[src/hw/rtl/ssqt_ram.sv]
// Generic simple dual-port RAM: one write port, one read port with a
// registered read. No dependencies.
`default_nettype none

module ssqt_ram #(
	parameter int WIDTH = 8,
	parameter int DEPTH = 16
) (
	input  wire logic                     clk,
	input  wire logic                     we,
	input  wire logic [$clog2(DEPTH)-1:0] waddr,
	input  wire logic [WIDTH-1:0]         wdata,
	input  wire logic                     re,
	input  wire logic [$clog2(DEPTH)-1:0] raddr,
	output      logic [WIDTH-1:0]         rdata
);

	logic [WIDTH-1:0] mem_q [DEPTH];

	// A read of the address being written returns the old contents.
	always_ff @(posedge clk) begin
		if (we) begin
			mem_q[waddr] <= wdata;
		end
		if (re) begin
			rdata <= mem_q[raddr];
		end
	end

endmodule

`default_nettype wire
[config.mk]
export PLATFORM = sky130hd
export DESIGN_NAME = ssqt_ram
export DESIGN_NICKNAME = d
export VERILOG_FILES = /design/src/hw/rtl/ssqt_ram.sv
export SDC_FILE = /design/constraint.sdc
export NUM_CORES = 1
export LEC_CHECK = 0
export ABC_AREA = 1
export BUFFER_PORTS_ARGS = -buffer_cell sky130_fd_sc_hd__buf_4
export CAP_MARGIN = 15
export CORE_MARGIN = 2
export CORE_UTILIZATION = 66
export DETAILED_ROUTE_END_ITERATION = 12
export GPL_TIMING_DRIVEN = 0
export PLACE_DENSITY = 0.95
export SLEW_MARGIN = 10
export SYNTH_ARGS = -nofsm -noshare
export SYNTH_HDL_FRONTEND = slang
export SYNTH_SLANG_ARGS = --single-unit
[constraint.sdc]
create_clock -name clk -period 1.7 [get_ports clk]
set_input_delay 0.34 -clock clk [delete_from_list [all_inputs] [get_ports clk]]
set_output_delay 0.34 -clock clk [all_outputs]
set_load 0.03 [all_outputs]
==> metrics.cfg, run 1 <==
[critical_path]
slowest_stage=edfxtp_1
reg2reg_depth=6
cp_max_fo=1
worst-setup-path-type=reg -> out
r2r-start=mem_q[7][6]
crit_path_start_kind=register
cp.arrival_ps=1080
cp_data_required_time_ps=1360
cp-end-kind=output pin
reg2reg_slack_ps=500
critPathBufInv=1
slowest_delay_ps=370
regToRegEndpoint=rdata[6]
path_delay_family=flip-flops
worstPathCellList=buf_4

[sta]
fin_setup_tns_ps=0
finalHoldViolCount=0
fin_crit_sh_pct=83.2
tightest_slew_ps=970
max-slew-margin-rel_pct=35.1
maxSlewViolCount=0
setup_viol=0
min_period_ps=1420
clock.fmax_mhz=707
rsz0062_at_grt=no
clock_skew_ps=6.30

[routing]
avgRoutedWirePerCell_um=20.2
first_pass_iters=6
drt_iter0_markers=635
drc_errors=0
postRouteAntennaNets=0
via_count=4214
routed_wl_um=14400
avgViaCountPerCell=5.90

[clocking]
cts.path.max_buffers=2
postCtsSetupRepairBufs=0
cts_buffers=17
cts_num_sinks=136
clk_pin_slew_ps=60
insertion_delay_ps=530
h-tree-depth=4
root_buffer=clkbuf_8
postCtsHoldBufs=0
cts_resized=0
cts_tree=done

[global_route]
grt_pass1_wl_um=22200
grt_max_degree=17
antenna_found_initial=0
grt_pass1_vias=4170
grtUsageTotal_pct=31.4
grt-ovfl-total=0
grtUsageMet3_pct=8.45
grt_most_used_layer=met2
grt_util_met2_pct=50.4
grt_util_met1_pct=40.6

[power_and_ir_drop]
p_per_area_nw_per_um2=1190
ir_drop_mv=0.785
leakage_uw=0.00293

[place]
globalplace.congestion=0.972
port_buffers=23
hpwl_um=8850
dpl-instance-area_sq_um=6150

[outcome]
outcome=complete, no violations

[min_path]
hold_depth=1
min_from=re
whs_endpoint=rdata[6]
hold_path.class=in -> reg

[floorplanning]
die_height_um=98.1
core_area_sq_um=8640
rows=34
die_area_sq_um=9630
fp.dieW_um=98.1
pin_count=27
initial_core_util_pct=67.7

[yosys]
syn_inst=551
yosysUniqueCellTypes=11
syn_area_sq_um=5850
synth-seq-cells=136
avgSynthCellArea_sq_um=10.6
synth_nets=570
ys_seq_area_share_pct=69.8
synth_warnings=0

[run]
cap_violations=0

[final_layout]
layout-drive-gt1-share_pct=13.0
final_area_sq_um=6760
antenna_cells=0
syn2layout_area_growth_pct=15.6
num-nets-final=612

how the worst max path moves through the flow:
stage              from            to  slack (ps)  depth (start not counted)
2_1_floorplan  waddr[2]  mem_q[10][0]         410                          2
3_5_place_dp   waddr[2]   mem_q[9][6]        -120                          3
3_3_place_gp   waddr[2]   mem_q[8][2]        -100                          3
6_report       rdata[3]      rdata[3]         280                          1
4_1_cts        rdata[3]      rdata[3]         270                          1
5_1_grt        rdata[3]      rdata[3]         250                          1
cell families (layout without fill, tap and decap cells):
family / count (synthesis) / in the layout / synth area share (%)
DFF: 136 / 136 / 69.8
buffers and inverters: 126 / 181 / 9.39
and+or+nand+nor: 289 / 289 / 20.8
cell usage after synthesis, drive strengths merged:
master / n / share of area [%]
buf: 24 / 2.8
nand3b: 2 / 0.26
edfxtp: 136 / 70
nor2: 17 / 1.1
inv: 102 / 6.5
nand3: 97 / 8.3
nand2: 173 / 11
stage by stage:
| stage | cells | utilization [%] | total power [uW] | hold WS (ps) | worst slack [ps] |
|---|---|---|---|---|---|
| floorplan | 551 | - | 4160 | 439 | 409 |
| global placement | 682 | 71.3 | 4360 | 612 | -101 |
| detailed placement | 682 | 71.3 | 4380 | 630 | -116 |
| CTS | 714 | 78.3 | 8020 | 95.5 | 272 |
| global route | 714 | 78.3 | 8210 | 101 | 248 |
| finish | 714 | 78.3 | 8050 | 93.6 | 285 |
area by class of cell:
class,count,area [sq um]
buffer,24,166
clock buffer,17,414
clock inverter,15,189
fill,485,1880
inverter,102,383
multi-input combinational,289,1210
sequential,136,4080
tap,108,135
timing repair buffer,23,173
sequential cells by signal (all words and copies together) (netlist names):
| name | cells |
|---|---|
| mem_q | 128 |
| rdata | 8 |
power by group:
group	internal (uW)	leakage, uW	switching [uW]
Combinational	161	0.00141	384
Sequential	3780	0.00124	20.7
Clock	2260	0.000286	1450
Total	6200	0.00293	1850
cell usage in the layout (no fill, tap or decap):
cell type	Yosys	routed
nand3_1	97	97
inv_2	2	2
nand3b_1	2	2
nand2_1	173	173
bufinv_16	0	3
inv_8	0	1
buf_2	13	13
buf_1	1	1
inv_1	100	100
edfxtp_1	136	136
clkinv_1	0	1
clkbuf_8	0	1
inv_6	0	5
clkinvlp_4	0	3
clkinv_4	0	2
clkbuf_16	0	16
nor2_1	17	17
buf_4	4	27
buf_6	6	6
routing by layer:
layer,up-vias,share of wire (%)
met4,0,3.7
met1,1941,36
met5,-,0
li1,1866,-
met2,358,48
met3,49,12
Note: power is estimated with default switching activity, not from simulation.
==> run 2, diff against run 1 <==
--- a/config.mk
+++ b/config.mk
@@ -9,10 +9,10 @@
 export BUFFER_PORTS_ARGS = -buffer_cell sky130_fd_sc_hd__buf_4
 export CAP_MARGIN = 15
 export CORE_MARGIN = 2
-export CORE_UTILIZATION = 66
+export CORE_UTILIZATION = 55
 export DETAILED_ROUTE_END_ITERATION = 12
 export GPL_TIMING_DRIVEN = 0
-export PLACE_DENSITY = 0.95
+export PLACE_DENSITY = 0.86
 export SLEW_MARGIN = 10
 export SYNTH_ARGS = -nofsm -noshare
 export SYNTH_HDL_FRONTEND = slang
==> constraint.sdc (replaced) <==
create_clock -name clk -period 1.1 [get_ports clk]
set_input_delay 0.22 -clock clk [delete_from_list [all_inputs] [get_ports clk]]
set_output_delay 0.22 -clock clk [all_outputs]
set_load 0.03 [all_outputs]
==> metrics.cfg, run 2 (synthesis gave the netlist of run 1 again) <==
[routing]
postRouteAntennaNets=0  ; unchanged
avgViaCountPerCell=5.64  ; -4.5%
routed_wl_um=15200  ; +5.5%
first_pass_iters=7  ; +1
via_count=4190  ; -0.57%
drc_errors=0  ; unchanged
avgRoutedWirePerCell_um=20.5  ; +1.3%
drt_iter0_markers=607  ; -4.4%

[sta]
finalHoldViolCount=0  ; unchanged
maxSlewViolCount=0  ; unchanged
setup_ws_ps=-184  ; -469 ps
max-slew-margin-rel_pct=48.8  ; +14 points
fin_crit_sh_pct=117
setup_viol=16  ; +16
rsz0062_at_grt=yes
clock_skew_ps=8.52  ; +2.22 ps
fin_setup_tns_ps=-1550  ; -1550 ps
tightest_slew_ps=765  ; -205 ps
clock.fmax_mhz=779
min_period_ps=1280

[place]
port_buffers=23  ; unchanged
hpwl_um=8940  ; +1.1%
globalplace.congestion=0.884  ; -9.0%
dpl-instance-area_sq_um=6200  ; +0.77%

[power_and_ir_drop]
leakage_uw=0.00309  ; +5.3%
ir_drop_mv=1.03  ; +31%
p_per_area_nw_per_um2=1780  ; +49%

[clocking]
root_buffer=clkbuf_8
cts_tree=done
postCtsSetupRepairBufs=0  ; unchanged
h-tree-depth=4  ; unchanged
clk_pin_slew_ps=60  ; about the same
cts.path.max_buffers=2  ; unchanged
cts_num_sinks=136  ; unchanged
insertion_delay_ps=520  ; about the same
cts_buffers=17  ; unchanged

[critical_path]
worstPathCellList=buf_6
worst-setup-path-type=reg -> out
slowest_delay_ps=390  ; +20 ps
critPathBufInv=1  ; unchanged
cp_max_fo=1  ; unchanged
cp-end-kind=output pin
slowest_stage=edfxtp_1
path_delay_family=flip-flops
cp.arrival_ps=1060  ; -20 ps
crit_path_start_kind=register
cp_data_required_time_ps=880  ; -480 ps

[outcome]
outcome=complete, but fails checks
violations=setup timing

[floorplanning]
rows=37  ; +8.8%
die_area_sq_um=11500  ; +19%
pin_count=27  ; unchanged
core_area_sq_um=10300  ; +20%
die_height_um=107  ; +9.2%
fp.dieW_um=107  ; +9.2%
initial_core_util_pct=56.6  ; -11 points

[global_route]
grt_max_degree=17  ; unchanged
antenna_found_initial=0  ; unchanged
grtUsageTotal_pct=27.0  ; -4.4 points
grt_pass1_wl_um=22100  ; -0.46%
grt-ovfl-total=0  ; unchanged
grt_pass1_vias=4040  ; -3.1%

[final_layout]
final_core_util_pct=70.0  ; -8.3 points
layout-drive-gt1-share_pct=27.2  ; +14 points
syn2layout_area_growth_pct=23.5
antenna_cells=0  ; unchanged
largest_reg_flops=128  ; unchanged
largestRegisters=mem_q: 128 flops, rdata: 8 flops
num-nets-final=613  ; +0.16%
top_register=mem_q
final_area_sq_um=7220  ; +6.9%
final_cell_mix=nand2_1, edfxtp_1, inv_1
final_common_cell=nand2_1

[run]
cap_violations=0  ; unchanged

[min_path]
hold_path.class=in -> reg

==> run 2: changes by cell type in the layout (fill, tap and decap cells not counted), moves of 12 or more <==
cell     before  now
nand2_1     173  155
nand2_2       0   18
nand3_1      97   41
nand3_2       0   54
nor2_1       17    5
nor2_2        0   12
==> run 2: cell type report <==
class | instances | area (sq um)
Sequential cell | 136 | 4080
Clock inverter | 15 | 208
Multi-Input combinational cell | 289 | 1580
Buffer | 24 | 166
Fill cell | 651 | 3100
Timing Repair Buffer | 24 | 213
Inverter | 102 | 383
Clock buffer | 17 | 414
Tap cell | 136 | 170
==> run 2: final timing paths <==
path	slack, ps	cells past startpoint	from	endpoint
worst min-delay path	40	1	wdata[1]	mem_q[8][1]
worst max register to register	-60	6	mem_q[4][2]	rdata[2]
worst max-delay path	-180	1	rdata[1]	rdata[1]
worst min register to register	780	6	mem_q[13][0]	rdata[0]
==> run 2: through the flow <==
step / worst slack [ps] / hold WS, ps / std cells / total power (uW)
after floorplan: -70.8 / 319 / 551 / 6440
after global placement: -529 / 493 / 710 / 6760
after detailed placement: -565 / 497 / 710 / 6790
after CTS: -197 / 32.9 / 743 / 12700
after global routing: -231 / 43.3 / 743 / 13100
final: -184 / 43.6 / 743 / 12800
==> run 2: power by group <==
part	total, uW	switching [uW]	internal [uW]	leakage, uW
clock	5960	2080	3880	0.000308
combinational	996	688	309	0.00154
sequential	5880	36.4	5840	0.00124
total	12800	2810	10000	0.00309
==> run 2: timing repair <==
| item | CTS | global route |
|---|---|---|
| gates cloned | 0 | 0 |
| endpoints found under the setup margin | 56 | 24 |
| pin swaps | 9 | 33 |
| hold buffers | 1 | 0 |
| endpoints found under the hold margin | 8 | 0 |
| resized for setup | 45 | 48 |
==> run 2: metal layers <==
layer | vias up | GRT usage, % | wire length, um
met4 | 0 | 12.4 | 503
met2 | 305 | 43.3 | 7500
met3 | 51 | 6.50 | 1710
li1 | 1873 | - | -
met1 | 1961 | 35.1 | 5490
met5 | - | 0 | 0
